File: src/rtl/tuc_pkg.sv
// tuc_pkg: shared widths, character codes, radix constants and the
// character class word of the text-to-unsigned converter.
// No dependencies; used by tuc_classify and text_to_unsigned_converter.
package tuc_pkg;

  localparam int VALUE_BITS  = 32;
  localparam int OFFSET_BITS = 16;
  localparam int CHAR_BITS   = 8;
  localparam int BASE_BITS   = 6;

  localparam logic [CHAR_BITS-1:0] CHAR_NUL   = 8'h00;
  localparam logic [CHAR_BITS-1:0] CHAR_TAB   = 8'h09;
  localparam logic [CHAR_BITS-1:0] CHAR_SPACE = 8'h20;
  localparam logic [CHAR_BITS-1:0] CHAR_PLUS  = 8'h2B;
  localparam logic [CHAR_BITS-1:0] CHAR_MINUS = 8'h2D;
  localparam logic [CHAR_BITS-1:0] CHAR_ZERO  = 8'h30;
  localparam logic [CHAR_BITS-1:0] CHAR_NINE  = 8'h39;
  localparam logic [CHAR_BITS-1:0] CHAR_UA    = 8'h41;
  localparam logic [CHAR_BITS-1:0] CHAR_UX    = 8'h58;
  localparam logic [CHAR_BITS-1:0] CHAR_UZ    = 8'h5A;
  localparam logic [CHAR_BITS-1:0] CHAR_LA    = 8'h61;
  localparam logic [CHAR_BITS-1:0] CHAR_LX    = 8'h78;
  localparam logic [CHAR_BITS-1:0] CHAR_LZ    = 8'h7A;

  localparam logic [BASE_BITS-1:0] BASE_AUTO = 6'd0;
  localparam logic [BASE_BITS-1:0] BASE_MIN  = 6'd2;
  localparam logic [BASE_BITS-1:0] BASE_OCT  = 6'd8;
  localparam logic [BASE_BITS-1:0] BASE_DEC  = 6'd10;
  localparam logic [BASE_BITS-1:0] BASE_HEX  = 6'd16;
  localparam logic [BASE_BITS-1:0] BASE_MAX  = 6'd36;

  // Class of one character word.
  typedef struct packed {
    logic                 nul;
    logic                 blank;
    logic                 sign;
    logic                 minus;
    logic                 zero;
    logic                 is_x;
    logic                 is_digit;
    logic [BASE_BITS-1:0] digit;
  } tuc_class_t;

endpackage

File: src/rtl/tuc_classify.sv
// tuc_classify: decodes one character into NUL, blank, sign, prefix and
// digit flags plus the digit value 0..35. Depends on tuc_pkg.
module tuc_classify (
  input  logic [tuc_pkg::CHAR_BITS-1:0] char_code,
  output tuc_pkg::tuc_class_t           cls
);

  always_comb begin
    cls          = '0;
    cls.nul      = (char_code == tuc_pkg::CHAR_NUL);
    cls.blank    = (char_code == tuc_pkg::CHAR_SPACE) || (char_code == tuc_pkg::CHAR_TAB);
    cls.minus    = (char_code == tuc_pkg::CHAR_MINUS);
    cls.sign     = cls.minus || (char_code == tuc_pkg::CHAR_PLUS);
    cls.zero     = (char_code == tuc_pkg::CHAR_ZERO);
    cls.is_x     = (char_code == tuc_pkg::CHAR_UX) || (char_code == tuc_pkg::CHAR_LX);
    if (char_code >= tuc_pkg::CHAR_ZERO && char_code <= tuc_pkg::CHAR_NINE) begin
      cls.is_digit = 1'b1;
      cls.digit    = tuc_pkg::BASE_BITS'(char_code - tuc_pkg::CHAR_ZERO);
    end else if (char_code >= tuc_pkg::CHAR_UA && char_code <= tuc_pkg::CHAR_UZ) begin
      cls.is_digit = 1'b1;
      cls.digit    = tuc_pkg::BASE_BITS'(char_code - tuc_pkg::CHAR_UA) + tuc_pkg::BASE_DEC;
    end else if (char_code >= tuc_pkg::CHAR_LA && char_code <= tuc_pkg::CHAR_LZ) begin
      cls.is_digit = 1'b1;
      cls.digit    = tuc_pkg::BASE_BITS'(char_code - tuc_pkg::CHAR_LA) + tuc_pkg::BASE_DEC;
    end
  end

endmodule

File: src/rtl/text_to_unsigned_converter.sv
// text_to_unsigned_converter: streaming string-to-unsigned parser, top level.
// Depends on tuc_pkg and tuc_classify.
//
// One character word enters per cycle on the in_valid/in_stall channel while
// in_stall is low; a word with start_req set begins a new string and latches
// base_request (0 auto-detects, 2..36 is used, anything else means 10). The
// parser skips spaces and tabs, takes one optional sign, handles a
// 0 / 0x / 0X prefix, and accumulates digits as value*base+digit modulo 2^32.
// The first NUL, non-digit or out-of-range digit ends the string and produces
// exactly one result word (value, negated if a minus was seen, and
// end_offset, the saturating count of consumed characters); later characters
// are dropped until the next start. A start in mid-string drops the old parse
// without a result. Each character is held in the input register while the
// parse step works on it, and the parse step writes the result register, so
// a stop character passes the input register and then the result register
// before its result shows; throughput is one character per cycle while no
// stall holds the flow, bounded by the 32x6 multiply-add on the accumulator
// in the parse step. While a result waits under out_stall, the input register
// can still take one character, and in_stall rises once it holds one.
module text_to_unsigned_converter (
  input  logic                            clk,
  input  logic                            rst,
  input  logic                            in_valid,
  output logic                            in_stall,
  input  logic [tuc_pkg::CHAR_BITS-1:0]   char_code,
  input  logic [tuc_pkg::BASE_BITS-1:0]   base_request,
  input  logic                            start_req,
  output logic                            out_valid,
  input  logic                            out_stall,
  output logic [tuc_pkg::VALUE_BITS-1:0]  value,
  output logic [tuc_pkg::OFFSET_BITS-1:0] end_offset
);

  typedef enum logic [2:0] {
    PH_IDLE, PH_LEAD, PH_PREFIX, PH_X16, PH_XAUTO, PH_DIGITS, PH_DONE
  } phase_t;

  // Input register.
  logic                           in_full;
  logic [tuc_pkg::CHAR_BITS-1:0]  char_q;
  logic [tuc_pkg::BASE_BITS-1:0]  base_q;
  logic                           start_q;

  // Parser state.
  phase_t                          phase, phase_next;
  logic [tuc_pkg::VALUE_BITS-1:0]  accumulator, accumulator_next;
  logic                            negative, negative_next;
  logic [tuc_pkg::BASE_BITS-1:0]   active_base, active_base_next;
  logic [tuc_pkg::OFFSET_BITS-1:0] consumed_count, consumed_count_next;

  tuc_pkg::tuc_class_t cls;

  logic                            advance;
  logic                            emit;
  logic                            count_inc;
  logic                            do_prefix;
  logic                            do_digit;
  logic [tuc_pkg::OFFSET_BITS-1:0] cnt_work;
  logic [tuc_pkg::VALUE_BITS-1:0]  value_next;
  logic [tuc_pkg::OFFSET_BITS-1:0] end_offset_next;

  tuc_classify u_classify (
    .char_code (char_q),
    .cls       (cls)
  );

  // The parse step runs whenever the result register is free or being taken.
  assign advance  = !out_valid || !out_stall;
  assign in_stall = in_full && !advance;

  always_comb begin
    phase_next       = phase;
    accumulator_next = accumulator;
    negative_next    = negative;
    active_base_next = active_base;
    cnt_work         = consumed_count;
    count_inc        = 1'b0;
    do_prefix        = 1'b0;
    do_digit         = 1'b0;
    emit             = 1'b0;
    value_next       = '0;
    end_offset_next  = '0;

    // A start word clears the parse and latches the radix.
    if (start_q) begin
      accumulator_next = '0;
      negative_next    = 1'b0;
      cnt_work         = '0;
      phase_next       = PH_LEAD;
      if (base_q == tuc_pkg::BASE_AUTO ||
          (base_q >= tuc_pkg::BASE_MIN && base_q <= tuc_pkg::BASE_MAX)) begin
        active_base_next = base_q;
      end else begin
        active_base_next = tuc_pkg::BASE_DEC;
      end
    end

    unique case (phase_next)
      PH_LEAD: begin
        if (cls.blank) begin
          count_inc = 1'b1;
        end else if (cls.sign) begin
          negative_next = cls.minus;
          count_inc     = 1'b1;
          phase_next    = PH_PREFIX;
        end else begin
          do_prefix = 1'b1;
        end
      end
      PH_PREFIX: do_prefix = 1'b1;
      PH_X16: begin
        if (cls.is_x) begin
          count_inc  = 1'b1;
          phase_next = PH_DIGITS;
        end else begin
          do_digit = 1'b1;
        end
      end
      PH_XAUTO: begin
        if (cls.is_x) begin
          active_base_next = tuc_pkg::BASE_HEX;
          count_inc        = 1'b1;
          phase_next       = PH_DIGITS;
        end else begin
          active_base_next = tuc_pkg::BASE_OCT;
          do_digit         = 1'b1;
        end
      end
      PH_DIGITS: do_digit = 1'b1;
      PH_IDLE, PH_DONE: ;
      default: ;
    endcase

    // Radix prefix: a leading 0 under hex or auto waits for an x.
    if (do_prefix) begin
      if (active_base_next == tuc_pkg::BASE_HEX && cls.zero) begin
        count_inc  = 1'b1;
        phase_next = PH_X16;
      end else if (active_base_next == tuc_pkg::BASE_AUTO && cls.zero) begin
        count_inc  = 1'b1;
        phase_next = PH_XAUTO;
      end else begin
        if (active_base_next == tuc_pkg::BASE_AUTO) begin
          active_base_next = tuc_pkg::BASE_DEC;
        end
        do_digit = 1'b1;
      end
    end

    // Digit: accumulate, or stop and emit the result.
    if (do_digit) begin
      if (cls.nul || !cls.is_digit || cls.digit >= active_base_next) begin
        emit            = 1'b1;
        phase_next      = PH_DONE;
        value_next      = negative_next ? (tuc_pkg::VALUE_BITS'(0) - accumulator_next)
                                        : accumulator_next;
        end_offset_next = cnt_work;
      end else begin
        accumulator_next = accumulator_next * tuc_pkg::VALUE_BITS'(active_base_next)
                         + tuc_pkg::VALUE_BITS'(cls.digit);
        count_inc        = 1'b1;
        phase_next       = PH_DIGITS;
      end
    end

    // Saturating count of consumed characters.
    consumed_count_next = cnt_work;
    if (count_inc && cnt_work != '1) begin
      consumed_count_next = cnt_work + tuc_pkg::OFFSET_BITS'(1);
    end
  end

  always_ff @(posedge clk) begin
    if (rst) begin
      in_full        <= 1'b0;
      out_valid      <= 1'b0;
      phase          <= PH_IDLE;
      accumulator    <= '0;
      negative       <= 1'b0;
      active_base    <= tuc_pkg::BASE_DEC;
      consumed_count <= '0;
    end else begin
      // Input register: load on accept, drop once the step has used it.
      if (in_valid && !in_stall) begin
        in_full <= 1'b1;
        char_q  <= char_code;
        base_q  <= base_request;
        start_q <= start_req;
      end else if (advance) begin
        in_full <= 1'b0;
      end

      if (advance) begin
        out_valid <= in_full && emit;
        if (in_full) begin
          phase          <= phase_next;
          accumulator    <= accumulator_next;
          negative       <= negative_next;
          active_base    <= active_base_next;
          consumed_count <= consumed_count_next;
          if (emit) begin
            value      <= value_next;
            end_offset <= end_offset_next;
          end
        end
      end
    end
  end

  // A new result only comes from the step that ends a string.
  a_result_ends_parse : assert property (@(posedge clk) disable iff (rst)
    $rose(out_valid) |-> phase == PH_DONE)
    else $error("result appeared without the parse ending");

  // Without a start word the parser never leaves idle.
  a_idle_holds : assert property (@(posedge clk) disable iff (rst)
    (phase == PH_IDLE && !(in_full && advance && start_q)) |=> phase == PH_IDLE)
    else $error("parser left idle without a start");

  // The working radix is auto-pending or a legal radix.
  a_base_legal : assert property (@(posedge clk) disable iff (rst)
    active_base == tuc_pkg::BASE_AUTO ||
    (active_base >= tuc_pkg::BASE_MIN && active_base <= tuc_pkg::BASE_MAX))
    else $error("active radix out of range");

  // Input stalls only while a character waits behind a blocked result.
  a_stall_cause : assert property (@(posedge clk) disable iff (rst)
    in_stall |-> (in_full && out_valid && out_stall))
    else $error("input stalled without cause");

endmodule
File: config.mk
export PLATFORM = sky130hd
export DESIGN_NAME = text_to_unsigned_converter
export DESIGN_NICKNAME = d
export VERILOG_FILES = /design/src/rtl/tuc_pkg.sv /design/src/rtl/tuc_classify.sv /design/src/rtl/text_to_unsigned_converter.sv
export SDC_FILE = /design/constraint.sdc
export NUM_CORES = 1
export LEC_CHECK = 0
export ABC_CLOCK_PERIOD_IN_PS = 17420
export BUFFER_PORTS_ARGS = -buffer_cell sky130_fd_sc_hd__buf_4
export CORE_AREA = 8 8 235 237
export DETAILED_ROUTE_END_ITERATION = 6
export DIE_AREA = 0 0 243 245
export HOLD_SLACK_MARGIN = 0.08
export PLACE_DENSITY = 0.38
export REMOVE_ABC_BUFFERS = 1
export SYNTH_ARGS = -nofsm -noshare
export SYNTH_HDL_FRONTEND = slang
export SYNTH_SLANG_ARGS = --single-unit
File: constraint.sdc
create_clock -name clk -period 17.42 [get_ports clk]
set_input_delay 2.613 -clock clk [delete_from_list [all_inputs] [get_ports clk]]
set_output_delay 2.613 -clock clk [all_outputs]
set_load 0.05 [all_outputs]
# Word level (Yosys, flattened, before mapping)
# Index checks and enable logic that the tools add are counted.
dict set report totals {
  n_memories 0
  out_inout_bits 50
  latchBits 0
  elab_cells 128
  input_bits 19
  mem_bits_ro 0
  mem_bits_rw 0
  regBits 123
}
dict set report op_classes {
  shifts 0
  n_mul 1
  n_eq_ne 14
  div 0
  reduce_logical 31
  bitwise_logic 1
  n_mux 52
  magnitude_cmp 9
  addsub 8
}
# operator count
set ops {}
lappend ops {{2-to-1 mux 32 bit} 4}
lappend ops {{2-to-1 mux 6 bit} 7}
lappend ops {{adder 32 x 6 -> 32 bit} 1}
lappend ops {{== test 8 x 6 -> 1 bit, second input constant} 4}
lappend ops {{multiplier 32 x 6 -> 32 bit} 1}
lappend ops {{2-to-1 mux 16 bit} 2}
lappend ops {{subtractor 1 x 32 -> 32 bit, first input constant} 1}
lappend ops {{2-to-1 mux 3 bit} 8}
lappend ops {{2-to-1 mux 1 bit} 22}
lappend ops {{2-to-1 mux 7 bit} 3}
lappend ops {{adder 16 x 1 -> 16 bit, second input constant} 1}
lappend ops {{== test 8 x 7 -> 1 bit, second input constant} 2}
lappend ops {{>= comparator 8 x 7 -> 1 bit, second input constant} 2}
lappend ops {{<= comparator 8 x 7 -> 1 bit, second input constant} 2}
lappend ops {{!= test 16 bit, second input constant} 1}
lappend ops {{adder 6 x 4 -> 6 bit, second input constant} 2}
lappend ops {{zero test 6 bit} 2}
lappend ops {{subtractor 6 bit, second input constant} 2}
lappend ops {{logical AND 1 bit} 10}
lappend ops {{== test 8 x 4 -> 1 bit, second input constant} 1}
lappend ops {{>= comparator 8 x 6 -> 1 bit, second input constant} 1}
lappend ops {{<= comparator 8 x 6 -> 1 bit, second input constant} 1}
lappend ops {{zero test 8 bit} 1}
lappend ops {{logical OR 1 bit} 7}
lappend ops {{18 further kinds} 28}

# Logic depth before layout (Yosys ltp)
# Gate-level depths: netlist of the first run.
dict set report depth {
  ltp_word 17
  ltp_mapped 32
}

# Cells and area by module
# A second synthesis of the first run with hierarchy kept.
dict set report hier_totals {
  cells_unflattened 1355
  hier_area_um2 11918.9
}
# mod n_inst cells_each area_each_um2
set modules_own_cells {}
lappend modules_own_cells {text_to_unsigned_converter 1 1279 11373.4}
lappend modules_own_cells {tuc_classify 1 76 545.5}

# Worst setup path before layout of the first run
# OpenSTA, ideal clock, no wires.
dict set report synth_timing {
  path_kind {reg-to-reg}
  from {register char_q[1] in the netlist's numbering}
  to {register end_offset[0] in the netlist's numbering, enable pin}
  slack_ns 9.807
  setup_time_ns 0.515
  path_buffers 3
  path_stages_with_launch 20
  required_time_ns 16.905
  t_arrival_ns 7.098
  cell_sequence {edfxtp_1 > inv_1 > ha_1 > nand2_1 > or4_1 > buf_2 > o32a_1 > a221oi_4 > and2_1 > nand2_1 > and2_1 > clkbuf_1 > buf_1 > ha_1 > a21o_1 > a21oi_1 > o211a_1 > o211ai_1 > o21ai_1 > nor3_1}
}
dict set report synth_between {
  elab_chain_cells 14
}
# item line
set synth_rtl {}
lappend synth_rtl {{from (decl)} text_to_unsigned_converter.sv:40} ;# logic [tuc_pkg::CHAR_BITS-1:0] char_q;
lappend synth_rtl {{from (signal assigned)} text_to_unsigned_converter.sv:186} ;# char_q <= char_code;
lappend synth_rtl {{parallel branches: the longest is 12 deep, another holds subtractor 6 bit} -}
lappend synth_rtl {{2-to-1 mux 1 bit *} text_to_unsigned_converter.sv:151} ;# if (do_digit) begin
lappend synth_rtl {{AND reduction 4 bit (no line) *} -}
lappend synth_rtl {{to (signal assigned)} text_to_unsigned_converter.sv:203} ;# end_offset <= end_offset_next;
lappend synth_rtl {{to (decl)} text_to_unsigned_converter.sv:31} ;# output logic [tuc_pkg::OFFSET_BITS-1:0] end_offset
# Mark *: on every way between the ends.
# A chain may end at the register's enable or synchronous reset.

# Worst setup path in the final report of the first run
dict set report layout_timing {
  from {register char_q[1] in the netlist's numbering}
  to {register accumulator[30] in the netlist's numbering}
}
dict set report layout_between {
  elab_chain_cells 13
}
# item line
set layout_rtl {}
lappend layout_rtl {{== test 8 x 7 -> 1 bit} tuc_classify.sv:15} ;# cls.is_x = (char_code == tuc_pkg::CHAR_UX) || (char_code == tuc_pkg::CHAR_LX);
lappend layout_rtl {{logical OR 1 bit} tuc_classify.sv:15}
lappend layout_rtl {{2-to-1 mux 5 bit} text_to_unsigned_converter.sv:120} ;# if (cls.is_x) begin
lappend layout_rtl {{2-to-1 mux 6 bit} text_to_unsigned_converter.sv:98} ;# unique case (phase_next)
lappend layout_rtl {{zero test 6 bit} {text_to_unsigned_converter.sv:139, text_to_unsigned_converter.sv:143}}
lappend layout_rtl {{2-to-1 mux 6 bit or logical AND 1 bit (tied branches)} {text_to_unsigned_converter.sv:143, text_to_unsigned_converter.sv:139}}
lappend layout_rtl {{2-to-1 mux 6 bit} text_to_unsigned_converter.sv:139} ;# end else if (active_base_next == tuc_pkg::BASE_AUTO && cls.zero) begin
lappend layout_rtl {{2-to-1 mux 6 bit} text_to_unsigned_converter.sv:136} ;# if (active_base_next == tuc_pkg::BASE_HEX && cls.zero) begin
lappend layout_rtl {{2-to-1 mux 6 bit} text_to_unsigned_converter.sv:135} ;# if (do_prefix) begin
lappend layout_rtl {{multiplier 32 x 6 -> 32 bit or >= comparator 6 bit (tied branches)} {text_to_unsigned_converter.sv:159, text_to_unsigned_converter.sv:152}}
lappend layout_rtl {{adder 32 x 6 -> 32 bit or logical OR 1 bit (tied branches)} {text_to_unsigned_converter.sv:160, text_to_unsigned_converter.sv:152}}
lappend layout_rtl {{2-to-1 mux 32 bit} text_to_unsigned_converter.sv:152} ;# if (cls.nul || !cls.is_digit || cls.digit >= active_base_next) begin
lappend layout_rtl {{2-to-1 mux 32 bit *} text_to_unsigned_converter.sv:151}
lappend layout_rtl {{to (signal assigned)} text_to_unsigned_converter.sv:197} ;# accumulator <= accumulator_next;
lappend layout_rtl {{to (decl)} text_to_unsigned_converter.sv:46} ;# logic [tuc_pkg::VALUE_BITS-1:0] accumulator, accumulator_next;
# Every way passes the cells marked *; elsewhere a longest branch is shown, timed or not.

==> run summary, run 1 <==
YOSYS
-------------------------------------------------------------------------------------------------
Synthesized instance count .........................................................         1321
Netlist area before placement ......................................................    11700 µm²
Commonest cells post-synth ......................................................... 272 x sky130_fd_sc_hd__nor2_1, 112 x sky130_fd_sc_hd__fa_1, 110 x sky130_fd_sc_hd__nand2_1
Synth async-reset ratio ............................................................            0
Number of enable-type register cells in the synthesized netlist ....................           63
Post-synth top area cell ........................................................... sky130_fd_sc_hd__fa_1
Cell with the most instances after synthesis ....................................... sky130_fd_sc_hd__nor2_1
Number of warnings printed during yosys synthesis ..................................            0
Register area share after synthesis ................................................        0.264
Synthesized area per cell ..........................................................     8.87 µm²
Fraction of synthesized cell area taken by the top area cell type ..................        0.191
Flip-flop and latch count after synthesis ..........................................          123
Number of distinct library cell variants in the gate-level netlist after synthesis .           78
Ranking of synthesized cells by area ............................................... sky130_fd_sc_hd__fa_1 19%, sky130_fd_sc_hd__edfxtp_1 16%, sky130_fd_sc_hd__dfxtp_1 10%
Flip-flop cell with the highest count after synthesis .............................. sky130_fd_sc_hd__edfxtp_1

STA
-------------------------------------------------------------------------------------------------
Minimum hold slack .................................................................     0.457 ns
Final Setup Violations .............................................................            0
Ratio of final minimum period to clock period ......................................        0.446
Transition at the pin with the smallest max-transition slack .......................     0.873 ns
Max-slew violation count ...........................................................            0
Fin crit period ....................................................................      7.77 ns
Final-layout setup total negative slack ............................................         0 ns
Post-Route Skew ....................................................................    0.0123 ns
Worst slew slack as a fraction of its limit ........................................        0.418
Fmax achieved ......................................................................      129 MHz
Setup repair after global routing missed its margin ................................        false
Fin. Hold Viols ....................................................................            0

SETUP PATH
-------------------------------------------------------------------------------------------------
Critical path buffer and inverter count ............................................            4
Critical path endpoint category ....................................................    flip-flop
Required time of the critical path .................................................     17.81 ns
Worst Setup Path Type .............................................................. flip-flop to flip-flop
Maximum net fanout on the critical path ............................................           12
Delay of the slowest cell on the worst path ........................................      0.66 ns
Element type at the critical path start ............................................    flip-flop
Crit path arrival time .............................................................      8.15 ns
Critical path launch point .........................................................    char_q[1]
Family with the most delay on the worst path ....................................... compound AO/OA/AOI/OAI gates
Launch instance of the worst register-to-register path .............................    char_q[1]
Cell type with the highest occurrence count on the critical path ................... sky130_fd_sc_hd__inv_1
Slowest library cell on the worst path ............................................. sky130_fd_sc_hd__or4_1

MIN PATH
-------------------------------------------------------------------------------------------------
Worst hold path startpoint ......................................................... accumulator[23]
Path class of the lowest-slack min-delay path ...................................... flip-flop to flip-flop

GRT
-------------------------------------------------------------------------------------------------
Via count of the first global-routing pass .........................................        10198
Number of antenna violations at the first check in global routing ..................            0
Global route total overflow ........................................................            0
Total Routing Usage GR .............................................................        0.129
Pin count of the biggest net entering global routing ...............................           63
First-pass GRT wire length .........................................................     60300 µm

CLOCKING
-------------------------------------------------------------------------------------------------
Clock slew at reported path FFs ....................................................      0.07 ns
CTS Root Cell ...................................................................... sky130_fd_sc_hd__clkbuf_16
Post-CTS setup buffer count ........................................................            0
Maximum count of clock buffers along a single path .................................            2
Post-CTS Resized ...................................................................            0
Level count of the clock H-tree ....................................................            4
Clock Latency Late Sink ............................................................      0.46 ns
Quantity of hold-fixing buffers added after cts ....................................            0
Total clock buffers created by CTS .................................................           17
Clock sinks ........................................................................          123
Clock tree from TritonCTS ..........................................................         done

DRT
-------------------------------------------------------------------------------------------------
Antenna Nets Post-Route ............................................................            0
Count of routing violations after the opening detailed-route iteration .............          558
Via Count ..........................................................................         9662
DRC Markers ........................................................................            0
Overall routed net length ..........................................................     37600 µm
Total iterations of the first detailed-routing run .................................            5
Number of vias per cell after detailed routing .....................................         4.69
WL/cell ............................................................................      18.2 µm

PLACEMENT
-------------------------------------------------------------------------------------------------
Cell count after placement .........................................................         2028
Global placement routability congestion ............................................        0.817
Number of input and output port buffers inserted ...................................           68
Sum of net half-perimeters after detailed placement ................................     27500 µm

FLOW RUN
-------------------------------------------------------------------------------------------------
Max_cap viols ......................................................................            0

DIE
-------------------------------------------------------------------------------------------------
Full die area ......................................................................    59500 µm²
Vertical extent of the die .........................................................       245 µm
Chip Width .........................................................................       243 µm
Top-Level Pins .....................................................................           69
Rows ...............................................................................           84
Initial Utilization ................................................................        0.227
Core Box Area ......................................................................    51700 µm²

FINAL LAYOUT
-------------------------------------------------------------------------------------------------
Number of nets in the layout .......................................................         1571
Antenna cell count .................................................................            0
Area growth, synth to finish .......................................................        15.8%
Non-filler instance count after layout .............................................         2060
Layout cells sized above 1 .........................................................        0.110

POWER
-------------------------------------------------------------------------------------------------
LEAKAGE ............................................................................      5.90 nW
Pwr per Cell Area ..................................................................  56.7 nW/µm²
Highest ir drop seen on vdd ........................................................    0.0707 mV

STATUS
-------------------------------------------------------------------------------------------------
Run status ......................................................................... complete, no violations

-- kinds of logic (layout without fill, tap and decap cells) --
group	after synthesis	in the layout	share of synthesized area
fa+ha+maj	193	193	0.278
simple gates	547	547	0.211
mux	5	5	0.00480
buf+inv	133	184	0.0446
flops	123	123	0.264
xor+xnor	61	61	0.0469
compound gates	259	259	0.151
-- power by group --
part	total (W)	leakage, nW	internal [W]	switching, W
clock network	0.000370	0.291	0.000213	0.000157
logic	0.0000835	4.60	0.0000218	0.0000617
registers	0.000316	1.01	0.000310	0.00000575
total	0.000769	5.90	0.000544	0.000225
-- worst reg2reg max path: cells and delay by family (launching register included) --
family          cells  cell delay, ns
simple gates        6            1.75
flops               1            0.50
xor+xnor            1            0.15
buf+inv             4            0.27
fa+ha+maj           6            2.41
compound gates     10            2.62
-- final timing paths --
kind                                   endpoint  slack (ns)  cells after the start
worst min-delay path            accumulator[23]        0.46                      2
worst max register to register  accumulator[30]        9.65                     27
worst min register to register  accumulator[23]        0.46                      2
worst max-delay path            accumulator[30]        9.65                     27
-- sequential cells by signal (all words and copies together) (netlist names) --
name	count
start_q	1
in_full	1
negative	1
end_offset	16
active_base	6
accumulator	32
base_q	6
value	32
phase	3
char_q	8
consumed_count	16
out_valid	1
-- per-stage QoR --
stage               worst slack (ns)  utilization  instance area [µm²]  power, W
floorplan                       8.21            -                11400  0.000368
CTS                             9.56        0.262                13600  0.000783
detailed placement              9.55        0.251                13000  0.000406
global placement                9.73        0.251                13000  0.000406
finish                          9.65        0.262                13600  0.000769
global route                    8.95        0.262                13600  0.000798
-- metal layers --
metal | global-route usage | up-vias | share of wire
li1 | - | 4632 | -
met3 | 0.0228 | 46 | 0.035
met4 | 0.0427 | 0 | 0.022
met1 | 0.174 | 4795 | 0.48
met2 | 0.207 | 189 | 0.46
met5 | 0 | - | 0
-- placed cells by master, fill, tap and decap left out, types with 5 or more instances in the layout --
cell	count
sky130_fd_sc_hd__inv_1	65
sky130_fd_sc_hd__a211oi_1	9
sky130_fd_sc_hd__nand4_1	9
sky130_fd_sc_hd__o21ai_0	46
sky130_fd_sc_hd__clkbuf_16	17
sky130_fd_sc_hd__ha_1	81
sky130_fd_sc_hd__o211ai_1	8
sky130_fd_sc_hd__or4_1	11
sky130_fd_sc_hd__xnor2_1	40
sky130_fd_sc_hd__o21a_1	7
sky130_fd_sc_hd__a22oi_1	27
sky130_fd_sc_hd__inv_6	6
sky130_fd_sc_hd__nand2b_1	14
sky130_fd_sc_hd__or2_2	6
sky130_fd_sc_hd__xor2_1	20
sky130_fd_sc_hd__nand3_1	29
sky130_fd_sc_hd__and2_1	24
sky130_fd_sc_hd__a21oi_1	67
sky130_fd_sc_hd__nor2_1	272
sky130_fd_sc_hd__nor3_1	25
sky130_fd_sc_hd__nand3b_1	8
sky130_fd_sc_hd__edfxtp_1	63
sky130_fd_sc_hd__nand2_1	110
sky130_fd_sc_hd__nor2b_1	5
sky130_fd_sc_hd__o31ai_1	14
sky130_fd_sc_hd__o21bai_1	7
sky130_fd_sc_hd__buf_4	86
sky130_fd_sc_hd__a21o_1	18
sky130_fd_sc_hd__dfxtp_1	60
sky130_fd_sc_hd__and3_1	11
sky130_fd_sc_hd__mux2_2	5
sky130_fd_sc_hd__fa_1	112
-- area by class of cell --
cell class | instances | area [µm²]
clock inverter | 15 | 161
sequential | 123 | 3090
fill | 5636 | 38100
multi-input combinational | 1065 | 8140
tap | 688 | 861
inverter | 66 | 248
clock buffer | 17 | 425
timing repair buffer | 86 | 646
Note: power is estimated with default switching activity, not from simulation.
==> inputs of run 2 (changes only) <==
Settings changed: ABC_AREA set to 1, ABC_CLOCK_PERIOD_IN_PS 17420 to 6700, CORE_AREA 8 8 235 237 to 8 8 243 245, DIE_AREA 0 0 243 245 to 0 0 251 253, PLACE_DENSITY 0.38 to 0.39.
Clock period 17.42 ns to 6.7 ns, I/O delays scaled along.
==> run 2 against run 1 <==
First-iteration DRC count is 5.6% higher. Via count increased by 13%. Area after synthesis rose by 6.7%. Power grew to 3.0 times the previous value. Combinational power rose to 6.0 times the previous value. Cell count up 17%. Synthesized cell count increased by 24%. Critical endpoint is now accumulator[25].
==> run summary, run 2 <==
GRT
-------------------------------------------------------------------------------------------------
Via count of the first global-routing pass .........................................        11307
First-pass GRT wire length .........................................................     64100 µm
Global route total overflow ........................................................            0
Number of antenna violations at the first check in global routing ..................            0
Pin count of the biggest net entering global routing ...............................           77
Total Routing Usage GR .............................................................        0.129

DIE
-------------------------------------------------------------------------------------------------
Chip Width .........................................................................       251 µm
Initial Utilization ................................................................        0.225
Rows ...............................................................................           87
Top-Level Pins .....................................................................           69
Full die area ......................................................................    63500 µm²
Vertical extent of the die .........................................................       253 µm
Core Box Area ......................................................................    55500 µm²

PLACEMENT
-------------------------------------------------------------------------------------------------
Cell count after placement .........................................................         2382
Global placement routability congestion ............................................        0.841
Sum of net half-perimeters after detailed placement ................................     29700 µm
Number of input and output port buffers inserted ...................................           68

FINAL LAYOUT
-------------------------------------------------------------------------------------------------
Leading registers by flop count .................................................... accumulator: 32 flops, value: 32 flops
Antenna cell count .................................................................            0
Area growth, synth to finish .......................................................        16.2%
Number of nets in the layout .......................................................         1904
Non-filler instance count after layout .............................................         2417
Commonest non-fill, non-tap cell in the layout ..................................... sky130_fd_sc_hd__nor2_1
Layout cells sized above 1 .........................................................        0.118
Most used cells in the layout excluding fill and tap cells ......................... 308 x sky130_fd_sc_hd__nor2_1, 279 x sky130_fd_sc_hd__nand2_1, 183 x sky130_fd_sc_hd__inv_1

YOSYS
-------------------------------------------------------------------------------------------------
Synth async-reset ratio ............................................................            0
Fraction of synthesized cell area taken by the top area cell type ..................        0.179
Number of warnings printed during yosys synthesis ..................................            0
Post-synth top area cell ........................................................... sky130_fd_sc_hd__fa_1
Netlist area before placement ......................................................    12500 µm²
Register area share after synthesis ................................................        0.247
Flip-flop cell with the highest count after synthesis .............................. sky130_fd_sc_hd__edfxtp_1
Synthesized area per cell ..........................................................     7.64 µm²
Synthesized instance count .........................................................         1637
Ranking of synthesized cells by area ............................................... sky130_fd_sc_hd__fa_1 18%, sky130_fd_sc_hd__edfxtp_1 15%, sky130_fd_sc_hd__dfxtp_1 9.6%
Number of enable-type register cells in the synthesized netlist ....................           63
Flip-flop and latch count after synthesis ..........................................          123
Number of distinct library cell variants in the gate-level netlist after synthesis .           53
Commonest cells post-synth ......................................................... 310 x sky130_fd_sc_hd__nor2_1, 282 x sky130_fd_sc_hd__nand2_1, 185 x sky130_fd_sc_hd__inv_1
Cell with the most instances after synthesis ....................................... sky130_fd_sc_hd__nor2_1

STA
-------------------------------------------------------------------------------------------------
Transition at the pin with the smallest max-transition slack .......................      1.06 ns
Minimum hold slack .................................................................     0.462 ns
Max-slew violation count ...........................................................            0
Final-layout setup total negative slack ............................................         0 ns
Ratio of final minimum period to clock period ......................................        0.919
Post-Route Skew ....................................................................    0.0239 ns
Worst slew slack as a fraction of its limit ........................................        0.292
Fin. Hold Viols ....................................................................            0
Fmax achieved ......................................................................      162 MHz
Fin crit period ....................................................................      6.16 ns
Final Setup Violations .............................................................            0

CLOCKING
-------------------------------------------------------------------------------------------------
Clock Latency Late Sink ............................................................      0.48 ns
Maximum count of clock buffers along a single path .................................            2
CTS Root Cell ...................................................................... sky130_fd_sc_hd__clkbuf_16
Clock slew at reported path FFs ....................................................      0.06 ns
Clock sinks ........................................................................          123
Clock tree from TritonCTS ..........................................................         done
Level count of the clock H-tree ....................................................            4
Total clock buffers created by CTS .................................................           17

SETUP PATH
-------------------------------------------------------------------------------------------------
Element type at the critical path start ............................................    flip-flop
Required time of the critical path .................................................      7.02 ns
Crit path arrival time .............................................................      6.47 ns
Slowest library cell on the worst path ............................................. sky130_fd_sc_hd__fa_1
Cell type with the highest occurrence count on the critical path ................... sky130_fd_sc_hd__nand2_1
Maximum net fanout on the critical path ............................................           15
Delay of the slowest cell on the worst path ........................................      0.55 ns
Critical path endpoint category ....................................................    flip-flop
Worst Setup Path Type .............................................................. flip-flop to flip-flop

DRT
-------------------------------------------------------------------------------------------------
Number of vias per cell after detailed routing .....................................         4.51
Count of routing violations after the opening detailed-route iteration .............          589
DRC Markers ........................................................................            0
Overall routed net length ..........................................................     40000 µm
Via Count ..........................................................................        10912
WL/cell ............................................................................      16.6 µm
Antenna Nets Post-Route ............................................................            0
Total iterations of the first detailed-routing run .................................            5

POWER
-------------------------------------------------------------------------------------------------
LEAKAGE ............................................................................      6.78 nW
Highest ir drop seen on vdd ........................................................     0.180 mV
Pwr per Cell Area ..................................................................   159 nW/µm²

MIN PATH
-------------------------------------------------------------------------------------------------
Path class of the lowest-slack min-delay path ...................................... flip-flop to flip-flop

FLOW RUN
-------------------------------------------------------------------------------------------------
Max_cap viols ......................................................................            0

STATUS
-------------------------------------------------------------------------------------------------
Run status ......................................................................... complete, no violations

## run 2: cell types whose count changed after synthesis, sizes merged, moves of 14 or more
cell / delta
a22oi: -28
a21o: -16
inv: +130
nand2: +191
o21ai: +27
nor2: +48
nand3: +31
xnor2: -29
and2: -24
nand2b: -14
xor2: +15
a21oi: +70
nor3: +19
## run 2: area by class of cell
class | instances | area [µm²]
timing repair buffer | 95 | 738
fill | 6071 | 41000
inverter | 201 | 762
tap | 712 | 891
clock inverter | 15 | 174
clock buffer | 17 | 425
sequential | 123 | 3090
multi-input combinational | 1254 | 8450
## run 2: critical path, delay by kind of cell, from the launching register on
kind	cells	cell delay [ns]
AO/OA/AOI/OAI	6	1.01
buffers and inverters	6	0.63
XOR/XNOR	1	0.13
flip-flops	1	0.47
AND/OR/NAND/NOR	13	1.49
adder cells (fa/ha/maj)	6	2.26
## run 2: final timing paths
check	start	to	slack [ns]	cells after the start
max	char_q[4]	accumulator[25]	0.54	32
min	accumulator[8]	accumulator[8]	0.46	2
max reg2reg	char_q[4]	accumulator[25]	0.54	32
min reg2reg	accumulator[8]	accumulator[8]	0.46	2
## run 2: cells by family after synthesis
group | Yosys count | share of synthesized area
AOI/OAI and AO/OA | 254 | 0.109
xor gates and xnor gates | 46 | 0.0322
adders and majority gates | 193 | 0.260
buffers and inverters | 260 | 0.0839
DFF | 123 | 0.247
and+or+nand+nor | 761 | 0.267
## run 2: per-layer routing
metal / part of all wire / vias up / global-route usage
li1: - / 5417 / -
met1: 0.46 / 5223 / 0.164
met2: 0.48 / 222 / 0.222
met3: 0.037 / 50 / 0.0236
met4: 0.021 / 0 / 0.0404
met5: 0 / - / 0
## run 2: metrics by stage
stage / instance area (µm²) / utilization / setup WS, ns / total power, W
final: 14500 / 0.262 / 0.543 / 0.00231
after global routing: 14500 / 0.262 / -0.00902 / 0.00243
after CTS: 14400 / 0.260 / 0.181 / 0.00235
after detailed placement: 13800 / 0.249 / 0.212 / 0.00135
after global placement: 13800 / 0.249 / 0.311 / 0.00135
after floorplan: 12200 / - / 0.0570 / 0.00117
## run 2: report_power, final
group | internal, W | total, W | leakage [nW] | switching [W]
logic | 0.000145 | 0.000503 | 5.39 | 0.000359
registers | 0.000817 | 0.000832 | 1.09 | 0.0000156
clock network | 0.000531 | 0.000979 | 0.291 | 0.000448
## run 2: repair_timing
action	CTS	global route
buffers inserted	0	3
resized for setup	0	20
endpoints found under the setup margin	0	14
hold buffers	0	0
